==> config.mk <==
export PLATFORM = sky130hd
export DESIGN_NAME = link_quality_table
export DESIGN_NICKNAME = d
export VERILOG_FILES = /design/src/lqt_pkg.sv /design/src/lqt_fifo.sv /design/src/lqt_front.sv /design/src/lqt_back.sv /design/src/link_quality_table.sv
export SDC_FILE = /design/constraint.sdc
export NUM_CORES = 2
export LEC_CHECK = 0
export ABC_AREA = 1
export BUFFER_PORTS_ARGS = -buffer_cell sky130_fd_sc_hd__clkbuf_2
export CELL_PAD_IN_SITES_DETAIL_PLACEMENT = 1
export CELL_PAD_IN_SITES_GLOBAL_PLACEMENT = 1
export CORE_UTILIZATION = 50
export CTS_BUF_LIST = sky130_fd_sc_hd__clkbuf_8
export DETAILED_ROUTE_END_ITERATION = 6
export GPL_TIMING_DRIVEN = 0
export PLACE_DENSITY_LB_ADDON = 0.1
export SLEW_MARGIN = 20
export SYNTH_ARGS = -nofsm -noshare
export SYNTH_HDL_FRONTEND = slang
export SYNTH_SLANG_ARGS = --single-unit
export TNS_END_PERCENT = 20
==> constraint.sdc <==
create_clock -name clk -period 5.5 [get_ports clk]
set_input_delay 1.1 -clock clk [delete_from_list [all_inputs] [get_ports clk]]
set_output_delay 1.1 -clock clk [all_outputs]
set_load 0.01 [all_outputs]
==> src/lqt_pkg.sv <==
// shared types, constants and helper functions for the link quality table
`default_nettype none

package lqt_pkg;

	// default sizing
	localparam int NEIGHBOR_COUNT = 16;
	localparam int FRACTION_BITS  = 8;
	localparam int MARGIN_W       = 16;
	localparam int MASK_W         = 16;
	localparam int QUEUE_DEPTH    = 2;
	localparam int REG_IDX_W      = 3;

	// operation codes
	localparam logic [1:0] OP_REPORT      = 2'd0;
	localparam logic [1:0] OP_TICK        = 2'd1;
	localparam logic [1:0] OP_ROUTE_WRITE = 2'd2;
	localparam logic [1:0] OP_ROUTE_READ  = 2'd3;

	// configuration register indexes
	localparam logic [REG_IDX_W-1:0] REG_THRESHOLD_HIGH = 3'd0;
	localparam logic [REG_IDX_W-1:0] REG_THRESHOLD_MID  = 3'd1;
	localparam logic [REG_IDX_W-1:0] REG_THRESHOLD_LOW  = 3'd2;
	localparam logic [REG_IDX_W-1:0] REG_FILTER_SHIFT   = 3'd3;
	localparam logic [REG_IDX_W-1:0] REG_AGE_LIMIT      = 3'd4;
	localparam logic [REG_IDX_W-1:0] REG_COST_TABLE     = 3'd5;

	// configuration reset values
	localparam logic [15:0] THRESHOLD_HIGH_RST = 16'd20;
	localparam logic [15:0] THRESHOLD_MID_RST  = 16'd10;
	localparam logic [15:0] THRESHOLD_LOW_RST  = 16'd2;
	localparam logic [3:0]  FILTER_SHIFT_RST   = 4'd3;
	localparam logic [7:0]  AGE_LIMIT_RST      = 8'd10;
	localparam logic [31:0] COST_TABLE_RST     = 32'd268698113;

	// worst quality class
	localparam logic [1:0] CLASS_WORST = 2'd3;

	// input request payload
	typedef struct packed {
		logic [1:0]  operation;
		logic [3:0]  neighbor;
		logic [15:0] link_margin;
		logic [1:0]  reported_quality;
		logic [3:0]  next_hop;
		logic [7:0]  route_cost;
	} lqt_in_t;

	// result payload
	typedef struct packed {
		logic [1:0]  kind;
		logic [3:0]  neighbor_id;
		logic [1:0]  in_quality;
		logic [7:0]  in_cost;
		logic [7:0]  out_cost;
		logic [15:0] average_whole;
		logic [15:0] expired_mask;
		logic [3:0]  hop_read;
		logic [7:0]  cost_read;
	} lqt_out_t;

	// classified command between front and back
	typedef struct packed {
		lqt_in_t item;
		logic    in_range;
	} lqt_cmd_t;

	// configuration bundle
	typedef struct packed {
		logic [15:0] threshold_high;
		logic [15:0] threshold_mid;
		logic [15:0] threshold_low;
		logic [3:0]  filter_shift;
		logic [7:0]  age_limit;
		logic [31:0] cost_table;
	} lqt_cfg_t;

	// sort the whole part of the average into a class, 0 best
	function automatic logic [1:0] classify(input logic [15:0] whole, input lqt_cfg_t cfg);
		logic [1:0] cls;
		if (whole > cfg.threshold_high) cls = 2'd0;
		else if (whole > cfg.threshold_mid) cls = 2'd1;
		else if (whole > cfg.threshold_low) cls = 2'd2;
		else cls = CLASS_WORST;
		return cls;
	endfunction

	// cost byte of a class
	function automatic logic [7:0] class_cost(input logic [31:0] table_w, input logic [1:0] cls);
		return table_w[8*cls +: 8];
	endfunction

endpackage

`default_nettype wire

==> src/lqt_fifo.sv <==
// small first-in first-out queue of generic payload type
`default_nettype none

module lqt_fifo #(
	parameter type T     = logic,
	parameter int  DEPTH = lqt_pkg::QUEUE_DEPTH
) (
	input  wire logic clk,
	input  wire logic arst_n,
	input  wire logic wr_en,
	input  wire T     wr_data,
	output logic      full,
	input  wire logic rd_en,
	output T          rd_data,
	output logic      empty
);

	localparam int PTR_W = (DEPTH > 1) ? $clog2(DEPTH) : 1;
	localparam int CNT_W = $clog2(DEPTH + 1);
	localparam logic [PTR_W-1:0] PTR_LAST = PTR_W'(DEPTH - 1);

	T                 mem_q [DEPTH];
	logic [PTR_W-1:0] wr_ptr_q;
	logic [PTR_W-1:0] rd_ptr_q;
	logic [CNT_W-1:0] count_q;
	logic             do_wr;
	logic             do_rd;

	assign full    = (count_q == CNT_W'(DEPTH));
	assign empty   = (count_q == '0);
	assign do_wr   = wr_en && !full;
	assign do_rd   = rd_en && !empty;
	assign rd_data = mem_q[rd_ptr_q];

	// pointers and fill count
	always_ff @(posedge clk or negedge arst_n) begin
		if (!arst_n) begin
			wr_ptr_q <= '0;
			rd_ptr_q <= '0;
			count_q  <= '0;
		end else begin
			if (do_wr) begin
				wr_ptr_q <= (wr_ptr_q == PTR_LAST) ? '0 : wr_ptr_q + PTR_W'(1);
			end
			if (do_rd) begin
				rd_ptr_q <= (rd_ptr_q == PTR_LAST) ? '0 : rd_ptr_q + PTR_W'(1);
			end
			if (do_wr && !do_rd) count_q <= count_q + CNT_W'(1);
			else if (do_rd && !do_wr) count_q <= count_q - CNT_W'(1);
		end
	end

	// storage
	always_ff @(posedge clk) begin
		if (do_wr) begin
			mem_q[wr_ptr_q] <= wr_data;
		end
	end

endmodule

`default_nettype wire

==> src/lqt_front.sv <==
// front end: accepts requests, range-checks the index, queues commands
`default_nettype none

module lqt_front #(
	parameter int NEIGHBOR_COUNT = lqt_pkg::NEIGHBOR_COUNT
) (
	input  wire logic             clk,
	input  wire logic             arst_n,
	input  wire logic             push,
	input  wire lqt_pkg::lqt_in_t item,
	output logic                  full,
	output logic                  cmd_valid,
	input  wire logic             cmd_take,
	output lqt_pkg::lqt_cmd_t     cmd
);

	lqt_pkg::lqt_cmd_t cmd_in;
	logic              cmd_empty;

	// classify the index against the table size
	always_comb begin
		cmd_in.item     = item;
		cmd_in.in_range = ({28'd0, item.neighbor} < 32'(NEIGHBOR_COUNT));
	end

	// command queue toward the back end
	lqt_fifo #(
		.T     (lqt_pkg::lqt_cmd_t),
		.DEPTH (lqt_pkg::QUEUE_DEPTH)
	) u_cmdq (
		.clk     (clk),
		.arst_n  (arst_n),
		.wr_en   (push),
		.wr_data (cmd_in),
		.full    (full),
		.rd_en   (cmd_take),
		.rd_data (cmd),
		.empty   (cmd_empty)
	);

	assign cmd_valid = !cmd_empty;

endmodule

`default_nettype wire

==> src/lqt_back.sv <==
// back end: neighbor and route tables, filter, classing, aging
`default_nettype none

module lqt_back #(
	parameter int NEIGHBOR_COUNT = lqt_pkg::NEIGHBOR_COUNT,
	parameter int FRACTION_BITS  = lqt_pkg::FRACTION_BITS
) (
	input  wire logic              clk,
	input  wire logic              arst_n,
	input  wire lqt_pkg::lqt_cfg_t cfg,
	input  wire logic              cmd_valid,
	input  wire lqt_pkg::lqt_cmd_t cmd,
	output logic                   cmd_take,
	input  wire logic              res_full,
	output logic                   res_push,
	output lqt_pkg::lqt_out_t      res
);

	localparam int IDX_W   = (NEIGHBOR_COUNT > 1) ? $clog2(NEIGHBOR_COUNT) : 1;
	localparam int AVG_W   = lqt_pkg::MARGIN_W + FRACTION_BITS;
	localparam int SUM_W   = AVG_W + 1;
	localparam int MASK_W  = lqt_pkg::MASK_W;
	localparam int MASK_N  = (NEIGHBOR_COUNT < MASK_W) ? NEIGHBOR_COUNT : MASK_W;

	typedef enum logic {
		ST_IDLE,
		ST_FINISH
	} state_t;

	state_t state_q;

	// neighbor and route tables
	logic [AVG_W-1:0] avg_q   [NEIGHBOR_COUNT];
	logic [7:0]       age_q   [NEIGHBOR_COUNT];
	logic [3:0]       hop_q   [NEIGHBOR_COUNT];
	logic [7:0]       price_q [NEIGHBOR_COUNT];

	// stage one registers
	lqt_pkg::lqt_cmd_t cmd_s1;
	logic [IDX_W-1:0]  idx_s1;
	logic [AVG_W-1:0]  avg_s1;

	logic [IDX_W-1:0]          idx_take;
	logic [AVG_W-1:0]          avg_rd;
	logic [AVG_W-1:0]          margin_term;
	logic [SUM_W-1:0]          avg_sum;
	logic [AVG_W-1:0]          avg_nx;
	logic [15:0]               whole;
	logic [1:0]                cls;
	logic [NEIGHBOR_COUNT-1:0] live;
	logic [NEIGHBOR_COUNT-1:0] expired;
	logic [NEIGHBOR_COUNT-1:0] route_clear;
	logic [MASK_W-1:0]         expired_mask;
	logic                      is_report;
	logic                      is_tick;
	logic                      is_route_wr;

	assign cmd_take = (state_q == ST_IDLE) && cmd_valid;
	assign res_push = (state_q == ST_FINISH) && !res_full;

	assign is_report   = (cmd_s1.item.operation == lqt_pkg::OP_REPORT);
	assign is_tick     = (cmd_s1.item.operation == lqt_pkg::OP_TICK);
	assign is_route_wr = (cmd_s1.item.operation == lqt_pkg::OP_ROUTE_WRITE);

	// stage one: read the average and run the shift filter
	always_comb begin
		idx_take    = cmd.in_range ? IDX_W'(cmd.item.neighbor) : '0;
		avg_rd      = avg_q[idx_take];
		margin_term = (AVG_W'(cmd.item.link_margin) << FRACTION_BITS) >> cfg.filter_shift;
		avg_sum     = SUM_W'(avg_rd) - SUM_W'(avg_rd >> cfg.filter_shift) + SUM_W'(margin_term);
		avg_nx      = avg_sum[AVG_W-1:0];
	end

	// stage two: class of the new average
	always_comb begin
		whole = avg_s1[AVG_W-1:FRACTION_BITS];
		cls   = lqt_pkg::classify(whole, cfg);
	end

	// aging: each neighbor judged on its own old age
	always_comb begin
		for (int n = 0; n < NEIGHBOR_COUNT; n++) begin
			live[n]    = (age_q[n] != 8'd0);
			expired[n] = live[n] && (age_q[n] >= cfg.age_limit);
		end
	end

	// routes whose next hop timed out
	always_comb begin
		logic [IDX_W-1:0] hop_idx;
		logic             hop_ok;
		for (int r = 0; r < NEIGHBOR_COUNT; r++) begin
			hop_ok         = ({28'd0, hop_q[r]} < 32'(NEIGHBOR_COUNT));
			hop_idx        = hop_ok ? IDX_W'(hop_q[r]) : '0;
			route_clear[r] = hop_ok && expired[hop_idx];
		end
	end

	// mask bits exist only for the first sixteen neighbors
	always_comb begin
		expired_mask = '0;
		for (int n = 0; n < MASK_N; n++) begin
			expired_mask[n] = expired[n];
		end
	end

	// result assembly
	always_comb begin
		res             = '0;
		res.kind        = cmd_s1.item.operation;
		res.neighbor_id = cmd_s1.item.neighbor;
		if (is_tick) begin
			res.expired_mask = expired_mask;
		end else if (cmd_s1.in_range) begin
			if (is_report) begin
				res.in_quality    = cls;
				res.in_cost       = lqt_pkg::class_cost(cfg.cost_table, cls);
				res.out_cost      = lqt_pkg::class_cost(cfg.cost_table,
					cmd_s1.item.reported_quality);
				res.average_whole = whole;
			end else if (is_route_wr) begin
				res.hop_read  = cmd_s1.item.next_hop;
				res.cost_read = cmd_s1.item.route_cost;
			end else begin
				res.hop_read  = hop_q[idx_s1];
				res.cost_read = price_q[idx_s1];
			end
		end
	end

	// sequencer: take a command, then commit and hand over the result
	always_ff @(posedge clk or negedge arst_n) begin
		if (!arst_n) begin
			state_q <= ST_IDLE;
		end else begin
			unique case (state_q)
				ST_IDLE: begin
					if (cmd_take) state_q <= ST_FINISH;
				end
				ST_FINISH: begin
					if (res_push) state_q <= ST_IDLE;
				end
				default: state_q <= ST_IDLE;
			endcase
		end
	end

	// stage one capture
	always_ff @(posedge clk) begin
		if (cmd_take) begin
			cmd_s1 <= cmd;
			idx_s1 <= idx_take;
			avg_s1 <= avg_nx;
		end
	end

	// table updates at commit
	always_ff @(posedge clk or negedge arst_n) begin
		if (!arst_n) begin
			for (int n = 0; n < NEIGHBOR_COUNT; n++) begin
				avg_q[n]   <= '0;
				age_q[n]   <= '0;
				hop_q[n]   <= '0;
				price_q[n] <= '0;
			end
		end else if (res_push) begin
			if (is_tick) begin
				for (int n = 0; n < NEIGHBOR_COUNT; n++) begin
					if (expired[n]) begin
						avg_q[n] <= '0;
						age_q[n] <= '0;
					end else if (live[n] && (age_q[n] != 8'hFF)) begin
						age_q[n] <= age_q[n] + 8'd1;
					end
					if (route_clear[n]) begin
						hop_q[n]   <= '0;
						price_q[n] <= '0;
					end
				end
			end else if (cmd_s1.in_range) begin
				if (is_report) begin
					avg_q[idx_s1] <= avg_s1;
					age_q[idx_s1] <= 8'd1;
				end else if (is_route_wr) begin
					hop_q[idx_s1]   <= cmd_s1.item.next_hop;
					price_q[idx_s1] <= cmd_s1.item.route_cost;
				end
			end
		end
	end

	// a taken command is always followed by the commit state
	a_take_then_finish: assert property (@(posedge clk) disable iff (!arst_n)
		cmd_take |=> state_q == ST_FINISH)
		else $error("command taken without moving to commit");

	// a committed report leaves its neighbor live with age one
	a_report_age: assert property (@(posedge clk) disable iff (!arst_n)
		(res_push && is_report && cmd_s1.in_range) |=> age_q[idx_s1] == 8'd1)
		else $error("report did not restart neighbor age");

	// a committed route write is visible in the table
	a_route_written: assert property (@(posedge clk) disable iff (!arst_n)
		(res_push && is_route_wr && cmd_s1.in_range) |=>
			(hop_q[idx_s1] == cmd_s1.item.next_hop) &&
			(price_q[idx_s1] == cmd_s1.item.route_cost))
		else $error("route write lost");

	// an out-of-range index yields no table data
	a_out_of_range_quiet: assert property (@(posedge clk) disable iff (!arst_n)
		(res_push && !cmd_s1.in_range && !is_tick) |->
			(res.average_whole == '0) && (res.hop_read == '0) &&
			(res.cost_read == '0) && (res.in_cost == '0))
		else $error("out-of-range request produced table data");

	// only live neighbors can time out
	a_expire_live_only: assert property (@(posedge clk) disable iff (!arst_n)
		(res_push && is_tick) |-> ((expired & ~live) == '0))
		else $error("idle neighbor reported as timed out");

endmodule

`default_nettype wire

==> src/link_quality_table.sv <==
// top level of the link quality table: configuration registers and queues
//
//  channel   handshake               payload
//  --------  ----------------------  ----------------------------------
//  request   push / full             item   (lqt_in_t)
//  result    pop / empty             result (lqt_out_t)
//  config    cfg_valid / cfg_ready   cfg_index (3 bits), cfg_data (32 bits)
//
// the execution engine reads and filters the neighbor average when it takes a
// request, then classes it and commits the table update in its finish state
// a tick ages all live neighbors, clears dependent routes in its commit cycle
// reset clears tables and queues and presets config at once; no clearing pass
// two-entry queues sit on both sides; full rises when the request queue holds
// two commands, and the engine holds its commit while the result queue is full
`default_nettype none

module link_quality_table #(
	parameter int NEIGHBOR_COUNT = lqt_pkg::NEIGHBOR_COUNT,
	parameter int FRACTION_BITS  = lqt_pkg::FRACTION_BITS
) (
	input  wire logic                            clk,
	input  wire logic                            arst_n,
	input  wire logic                            push,
	input  wire lqt_pkg::lqt_in_t                item,
	output logic                                 full,
	input  wire logic                            pop,
	output lqt_pkg::lqt_out_t                    result,
	output logic                                 empty,
	input  wire logic                            cfg_valid,
	output logic                                 cfg_ready,
	input  wire logic [lqt_pkg::REG_IDX_W-1:0]   cfg_index,
	input  wire logic [31:0]                     cfg_data
);

	lqt_pkg::lqt_cfg_t cfg_q;
	lqt_pkg::lqt_cmd_t cmd;
	lqt_pkg::lqt_out_t res;
	logic              cmd_valid;
	logic              cmd_take;
	logic              res_push;
	logic              res_full;

	assign cfg_ready = 1'b1;

	// configuration registers
	always_ff @(posedge clk or negedge arst_n) begin
		if (!arst_n) begin
			cfg_q.threshold_high <= lqt_pkg::THRESHOLD_HIGH_RST;
			cfg_q.threshold_mid  <= lqt_pkg::THRESHOLD_MID_RST;
			cfg_q.threshold_low  <= lqt_pkg::THRESHOLD_LOW_RST;
			cfg_q.filter_shift   <= lqt_pkg::FILTER_SHIFT_RST;
			cfg_q.age_limit      <= lqt_pkg::AGE_LIMIT_RST;
			cfg_q.cost_table     <= lqt_pkg::COST_TABLE_RST;
		end else if (cfg_valid && cfg_ready) begin
			unique case (cfg_index)
				lqt_pkg::REG_THRESHOLD_HIGH: cfg_q.threshold_high <= cfg_data[15:0];
				lqt_pkg::REG_THRESHOLD_MID:  cfg_q.threshold_mid  <= cfg_data[15:0];
				lqt_pkg::REG_THRESHOLD_LOW:  cfg_q.threshold_low  <= cfg_data[15:0];
				lqt_pkg::REG_FILTER_SHIFT:   cfg_q.filter_shift   <= cfg_data[3:0];
				lqt_pkg::REG_AGE_LIMIT:      cfg_q.age_limit      <= cfg_data[7:0];
				lqt_pkg::REG_COST_TABLE:     cfg_q.cost_table     <= cfg_data;
				default: ;
			endcase
		end
	end

	// request intake and command queue
	lqt_front #(
		.NEIGHBOR_COUNT (NEIGHBOR_COUNT)
	) u_front (
		.clk       (clk),
		.arst_n    (arst_n),
		.push      (push),
		.item      (item),
		.full      (full),
		.cmd_valid (cmd_valid),
		.cmd_take  (cmd_take),
		.cmd       (cmd)
	);

	// execution engine
	lqt_back #(
		.NEIGHBOR_COUNT (NEIGHBOR_COUNT),
		.FRACTION_BITS  (FRACTION_BITS)
	) u_back (
		.clk       (clk),
		.arst_n    (arst_n),
		.cfg       (cfg_q),
		.cmd_valid (cmd_valid),
		.cmd       (cmd),
		.cmd_take  (cmd_take),
		.res_full  (res_full),
		.res_push  (res_push),
		.res       (res)
	);

	// result queue
	lqt_fifo #(
		.T     (lqt_pkg::lqt_out_t),
		.DEPTH (lqt_pkg::QUEUE_DEPTH)
	) u_resq (
		.clk     (clk),
		.arst_n  (arst_n),
		.wr_en   (res_push),
		.wr_data (res),
		.full    (res_full),
		.rd_en   (pop),
		.rd_data (result),
		.empty   (empty)
	);

endmodule

`default_nettype wire

# [Word-level counts from Yosys, hierarchy flattened]
# Memories as Yosys holds them, arrays and structs flattened.
# Index checks and enable logic that the tools add are counted.
[word_totals] register_bits=854 ramBits=208 input_bits=76 out_inout_bits=71 word_cells=536 mem_count=2
[classes] n_addsub=26 magnitude_cmp=38 eq_ne=74 shift=4 muxes=171 n_bitwise=6 n_reduce_logical=130
[mem_list] name="u_resq.mem_q" depth=2 width=68 rd=1 rd_clocked_by_memory_dff=0 write_ports=1 line="lqt_fifo.sv:22" rtl="T mem_q [DEPTH];"
[mem_list] name="u_front.u_cmdq.mem_q" depth=2 width=36 rd=1 rd_clocked_by_memory_dff=0 write_ports=1 line="lqt_fifo.sv:22"
[op_table] op="2-to-1 mux 384 bit" n=3
[op_table] op="2-to-1 mux 128 bit" n=7
[op_table] op="2-to-1 mux 24 bit" n=19
[op_table] op="2-to-1 mux 8 bit" n=51
[op_table] op="bitwise mux 384 bit" n=1
[op_table] op="2-to-1 mux 64 bit" n=4
[op_table] op="adder 8 x 1 -> 8 bit, second input constant" n=16
[op_table] op="bitwise mux 128 bit" n=1
[op_table] op="greater-or-equal comparator 8 bit" n=16
[op_table] op="!= test 8 bit, second input constant" n=16
[op_table] op="AND reduction 4 bit" n=32
[op_table] op="nonzero test 8 bit" n=16
[op_table] op="bitwise AND 112 bit" n=1
[op_table] op="inverter 112 bit" n=1
[op_table] op="2-to-1 mux 34 bit" n=3
[op_table] op="binary-select mux 24 bit (select 4 bit)" n=1
[op_table] op="demux 24 bit (select 4 bit)" n=1
[op_table] op="less-than comparator 4 x 5 -> 1 bit, second input constant" n=16
[op_table] op="2-to-1 mux 4 bit" n=20
[op_table] op="AND reduction 5 bit" n=16
[op_table] op="binary-select mux 1 bit (select 4 bit)" n=16
[op_table] op="bitwise mux 64 bit" n=1
[op_table] op="!= test 2 x 1 -> 1 bit, second input constant" n=32
[op_table] op="indexed part select 32 x 6 -> 8 bit" n=2
[op_table] op="other kinds (34)" n=157

# [Longest topological paths before layout]
[logic_depth] word_depth=10 ltp_mapped=32

# [Modules after synthesis]
# A second synthesis with hierarchy kept.
[hier_totals] hier_cells=7310 area_unflattened_um2=59429.5
[by_module_without_submodules] mod="lqt_back" instances=1 cells_per_inst=6288 area_per_inst_um2=47615.7 seq_area_each_um2=19113.3
[by_module_without_submodules] mod="lqt_fifo at u_resq" instances=1 cells_per_inst=387 area_per_inst_um2=5180.0 seq_area_each_um2=4184.0
[by_module_without_submodules] mod="link_quality_table" instances=1 cells_per_inst=408 area_per_inst_um2=3683.5 seq_area_each_um2=2318.5
[by_module_without_submodules] mod="lqt_fifo at u_front.u_cmdq" instances=1 cells_per_inst=225 area_per_inst_um2=2942.8 seq_area_each_um2=2322.2
[by_module_without_submodules] mod="lqt_front" instances=1 cells_per_inst=2 area_per_inst_um2=7.5 seq_area_each_um2=0.0

# [Worst setup path before layout]
# OpenSTA, ideal clock, no wires.
[synth_path] path_type="reg2reg" start="register u_resq.count_q[0]" end="memory u_resq.mem_q[1][0] (netlist bit) (enable)" setup_time_ns=0.496 arrival_time_ns=3.577 path_slack_ns=1.427 path_stages_with_launch=5 path_buffers=0 synth_period_minus_slack_ns=4.073 path_cell_list="dfrtp_1 -> inv_2 -> a21oi_2 -> inv_2 -> nor2_1"
[synth_between] elab_chain_cells=6
[synth_rtl] item="start: declaration" line="lqt_fifo.sv:25" rtl="logic [CNT_W-1:0] count_q;"
[synth_rtl] item="start signal: assignment" line="lqt_fifo.sv:48" rtl="if (do_wr && !do_rd) count_q <= count_q + CNT_W'(1);"
[synth_rtl] item="start signal: assignment" line="lqt_fifo.sv:49" rtl="else if (do_rd && !do_wr) count_q <= count_q - CNT_W'(1);"
[synth_rtl] item="equality test 2 bit *" line="lqt_fifo.sv:29" rtl="assign full = (count_q == CNT_W'(DEPTH));"
[synth_rtl] item="logical NOT 1 bit *" line="lqt_fifo.sv:31, lqt_back.sv:59"
[synth_rtl] item="logical AND 1 bit" line="lqt_back.sv:59" rtl="assign res_push = (state_q == ST_FINISH) && !res_full;"
[synth_rtl] item="logical AND 1 bit *" line="lqt_fifo.sv:31" rtl="assign do_wr = wr_en && !full;"
[synth_rtl] item="via u_resq.do_wr" line="lqt_fifo.sv:26" rtl="logic do_wr;"
[synth_rtl] item="2-to-1 mux 1 bit *" line="lqt_fifo.sv:55" rtl="if (do_wr) begin"
[synth_rtl] item="2-to-1 mux 1 bit (implied by the code) *" line="lqt_fifo.sv:56" rtl="mem_q[wr_ptr_q] <= wr_data;"
[synth_rtl] item="end: declaration" line="lqt_fifo.sv:22"
# The timed path passes the listed nets; every way through them passes the cells marked *.

# [Final worst setup path]
[layout_path] start="register u_front.u_cmdq.rd_ptr_q" end="register u_back.avg_s1[21] (data pin)"
[layout_between] elab_chain_cells=9
[layout_rtl] item="start: declaration" line="lqt_fifo.sv:24" rtl="logic [PTR_W-1:0] rd_ptr_q;"
[layout_rtl] item="start signal: assignment" line="lqt_fifo.sv:46" rtl="rd_ptr_q <= (rd_ptr_q == PTR_LAST) ? '0 : rd_ptr_q + PTR_W'(1);"
[layout_rtl] item="memory read (2 x 36 bit) *"
[layout_rtl] item="2-to-1 mux 4 bit" line="lqt_back.sv:67" rtl="idx_take = cmd.in_range ? IDX_W'(cmd.item.neighbor) : '0;"
[layout_rtl] item="inverter 4 -> 5 bit (implied by the code)" line="lqt_back.sv:68" rtl="avg_rd = avg_q[idx_take];"
[layout_rtl] item="binary-select mux 24 bit (select 4 bit)" line="lqt_back.sv:68"
[layout_rtl] item="2-to-1 mux 24 bit (implied by the code) (2 in series)" line="lqt_back.sv:68"
[layout_rtl] item="right shift 24 x 4 -> 24 bit" line="lqt_back.sv:70" rtl="avg_sum = SUM_W'(avg_rd) - SUM_W'(avg_rd >> cfg.filter_shift) + SUM_W'(margin_term);"
[layout_rtl] item="subtractor 24 bit" line="lqt_back.sv:70"
[layout_rtl] item="adder 24 bit *" line="lqt_back.sv:70"
[layout_rtl] item="via u_back.avg_sum[21]" line="lqt_back.sv:46" rtl="logic [SUM_W-1:0] avg_sum;"
[layout_rtl] item="end signal: assignment" line="lqt_back.sv:153" rtl="avg_s1 <= avg_nx;"
[layout_rtl] item="end: declaration" line="lqt_back.sv:41" rtl="logic [AVG_W-1:0] avg_s1;"
# The timed path passes the listed nets; every way through them passes the cells marked *. The select of a mux whose other input is x is not followed.
# A chain may end at the register's enable or synchronous reset.

==> summary.txt <==
Critical path
  • Crit path max-delay family: simple AND/OR/NAND/NOR gates
  • Crit Path Class: flop to flop
  • CP max stage cell: fa_1
  • Crit path largest cell delay: 0.47 ns
  • Startpoint class of the critical path: flop
  • WP data required: 6.26 ns
  • CP bufs+invs: 4
  • CP cell instances: inv_2 > nand2_2 > nand2_8 > buf_6 > buf_2 > o211ai_1 > nand3_1 > nand3_1 > nand3_1 > nand3_1 > nand3_1 > nand2_1 > a21oi_1 > fa_1 > inv_1 > ha_1 > a21oi_1 > o21ai_0 > nand2_1 > o211ai_1 > nand2_1 > nand3_1 > a21oi_2 > xor2_2
  • Crit-path max FO: 10
  • R2r setup slk: -0.008 ns
  • Worst reg-to-reg path cell count: 24
  • WP depth: 24
  • Worst Setup End Kind: flop
  • CP dominant cell by count: nand3_1
  • CP arrival: between 6 and 7 ns

Logic synthesis
  • Post-Syn Instances: between 7000 and 8000
  • Yosys warns: 0
  • Yosys reg bits: roughly 1100
  • Synth cell types: 56
  • Syn Nets: around 7600
  • Fraction of registers with async set/reset: approximately three quarters
  • Area of the mapped netlist: around 60000 um^2
  • Number of synthesized flops with an enable pin: approximately 250
  • Syn avg cell area: 8.26 um^2
  • Sequential area share after synthesis: roughly 46%
  • Main synth FF type: dfrtp_1

Placed design
  • Post-detail-place hpwl: 204 mm
  • IO buf count: about 150
  • GP Congestion: approximately 1.1
  • Area post-placement: roughly 63000 um^2
  • Cells after DPL: roughly 9000

Final layout
  • Share of layout cells above drive strength 1: 10.7%
  • Core Util, Final: 56.8%
  • Non-Filler Instances: between 9000 and 10000
  • Fill cell count: around 14000
  • Most common cell after layout, fill and taps aside: nand2_1
  • Final Instance Area: just under 70000 um^2
  • Multi-input gate area in the final layout: between 20000 and 30000 um^2
  • Most frequent cells in the layout: nand2_1 (1513), nand3_1 (994), dfrtp_1 (790), inv_1 (738), nor2_1 (419)
  • Register area: ~28000 um^2
  • Final Net Count: about 7900
  • Layout area overhead: 12.3%

Global routing
  • Vias in the first global route: 62600
  • Largest net degree at the start of global routing: 90
  • First-pass GRT wire length: 409 mm
  • All-layer global routing usage: between 40% and 50%
  • GR Overflow Total: 0
  • Initial antenna violation count: 11

STA
  • Slew Viols, Final: 0
  • Crit share post-route: 100%
  • Fmax: 182 MHz
  • Count of final setup violators: 1
  • RSZ-0062 raised after global routing: true
  • Final-report hold violation count: 0
  • Crit path time final: 5.51 ns
  • Slew HR: approximately 16%
  • Post-Route Hold Slack: between 0.1 and 0.15 ns
  • Worst Tran Pin Value: about 1.3 ns
  • Worst setup margin: -0.00821 ns
  • Clock Skew: approximately 0.064 ns

Floorplan
  • Num rows: approximately 130
  • IO Pins: approximately 150
  • Initial core utilization: ~51%
  • Die height: 348 um
  • Die W: roughly 350 um
  • Core area: ~120000 um^2
  • Die area: between 100000 and 150000 um^2

Drt
  • Via count: ~61000
  • Drt first pass iters: 7
  • Drc violations: 4
  • Drt wl/cell: around 30 um
  • Antenna Nets Post-Route: 0
  • DRT Wirelength: about 280 mm
  • Initial drt markers: a little over 7000
  • Vias per cell: approximately 6.6

Clock network
  • Root Buffer: clkbuf_8
  • Clock buffer count from CTS: between 150 and 200
  • Clk_lat worst skew: 1.00 ns
  • Hold buffer count at cts: 0
  • Clock sink total: between 1000 and 1500
  • Worst-path clk slew: 0.06 ns
  • TritonCTS clock tree: done
  • Depth of the CTS H-tree: 4
  • Max clock buf depth: 3
  • Post-CTS Setup Inserts: 0

Pwr
  • Leak pwr: roughly 30 nW
  • Max VDD drop: between 1.5 and 2 mV
  • PD cells: around 800 nW/um^2

Outcome
  • Failing checks: DRC, setup timing
  • Status: complete, but fails checks

Hold path
  • Worst min-delay path category: primary input to async pin

Job
  • MaxCap Viol Count: 0
-- stage by stage --
step | TNS, ns | worst slack [ns] | total power (W)
6_report | -0.00821 | -0.00821 | 0.0524
5_1_grt | -0.101 | -0.0643 | 0.0540
4_1_cts | -0.0897 | -0.0737 | 0.0504
2_1_floorplan | 0 | 1.43 | 0.0294
3_3_place_gp | - | -17.21 | 0.0414
3_5_place_dp | -1.34 | -0.432 | 0.0426
-- cell families after synthesis --
family          Yosys count  synth area share (%)
other cells               1               0.00627
simple gates           3300                  24.5
mux                      15                 0.268
buf+inv                1193                  8.31
fa+ha+maj               260                  5.72
compound gates         1341                  13.8
flops                  1057                  46.3
xor+xnor                 75                  1.10
-- layer usage --
| metal | vias up | part of all wire [%] | global-route usage [%] |
|---|---|---|---|
| li1 | 25700 | - | - |
| met1 | 30400 | 36 | 54.2 |
| met2 | 3909 | 44 | 69.7 |
| met3 | 1327 | 11 | 14.3 |
| met4 | 18 | 9.1 | 35.6 |
| met5 | - | 0.13 | 0.840 |
-- flip-flops by register name, summed over array words and instances, names as in the netlist --
signal                   cells
u_back.cmd_s1               14
u_resq.mem_q               136
u_back.avg_s1               24
u_back.state_q               1
u_resq.wr_ptr_q              1
u_back.avg_q               384
u_front.u_cmdq.wr_ptr_q      1
u_resq.rd_ptr_q              1
u_back.age_q               128
u_front.u_cmdq.mem_q        72
u_back.idx_s1                4
u_resq.count_q               2
u_back.res                   2
u_front.u_cmdq.count_q       2
u_back.hop_q                64
u_back.price_q             128
cfg_q                       92
u_front.u_cmdq.rd_ptr_q      1
-- Yosys cell counts, types with 5 or more instances --
library cell,instances,area (um^2)
o211ai_1,121,908
nand2_2,7,43.8
nand3b_1,15,113
nand3_1,1014,5070
a21oi_1,263,1320
ha_1,237,2970
nor3_1,45,225
buf_6,27,304
o21ai_1,54,270
o22ai_1,132,826
nor2_2,10,62.6
fa_1,23,460
nand2_1,1518,5700
buf_1,29,109
edfxtp_1,252,7570
inv_1,679,2550
a22oi_1,68,510
nor2_1,425,1600
o31ai_1,6,45.0
a211oi_1,7,52.6
o41ai_1,12,105
a221oi_1,9,78.8
inv_2,27,101
mux2_2,8,90.1
xnor2_1,13,114
o21a_1,17,128
o21ai_2,5,43.8
o32ai_1,32,280
nor2_4,6,67.6
a31oi_1,41,257
buf_4,26,195
dfstp_2,13,342
nand4_1,209,1310
o21ai_0,421,2110
xor2_1,62,543
o21bai_1,7,52.6
dfrtp_1,792,19800
or2_2,13,81.3
nor3_2,14,140
buf_2,155,776
nand4_2,13,163
a41oi_1,134,1170
clkinv_1,34,128
mux2i_1,7,70.1
clkbuf_1,216,811
-- worst paths after layout --
check | from | endpoint
max | u_front.u_cmdq.rd_ptr_q | u_back.avg_s1[21]
min | arst_n | u_back.age_q[19]
max reg2reg | u_front.u_cmdq.rd_ptr_q | u_back.avg_s1[21]
min reg2reg | u_back.price_q[20] | u_back.price_q[20]
max in group asynchronous | arst_n | u_back.avg_q[29]
min in group clk | item[19] | u_front.u_cmdq.mem_q[1][19]
-- power breakdown --
part           total (W)  internal (W)  switching [W]
Clock            0.00748       0.00375        0.00373
Combinational     0.0314       0.00796         0.0234
Sequential        0.0135        0.0115        0.00198
Total             0.0524        0.0232         0.0292
-- area by class of cell --
cell class / instances / area share (%)
Sequential cell: 1057 / 41.3
Antenna cell: 9 / 0.0335
Clock buffer: 219 / 4.48
Inverter: 740 / 4.13
Timing Repair Buffer: 165 / 1.88
Buffer: 453 / 3.41
Clock inverter: 116 / 0.974
Tap cell: 1600 / 2.98
Multi-Input combinational cell: 4992 / 40.8
-- repair_timing --
item,4_1_cts,5_1_grt
resized for setup,30,66
endpoints found under the setup margin,9,13
pin swaps,0,4
Power figures use the tool's default switching activity.
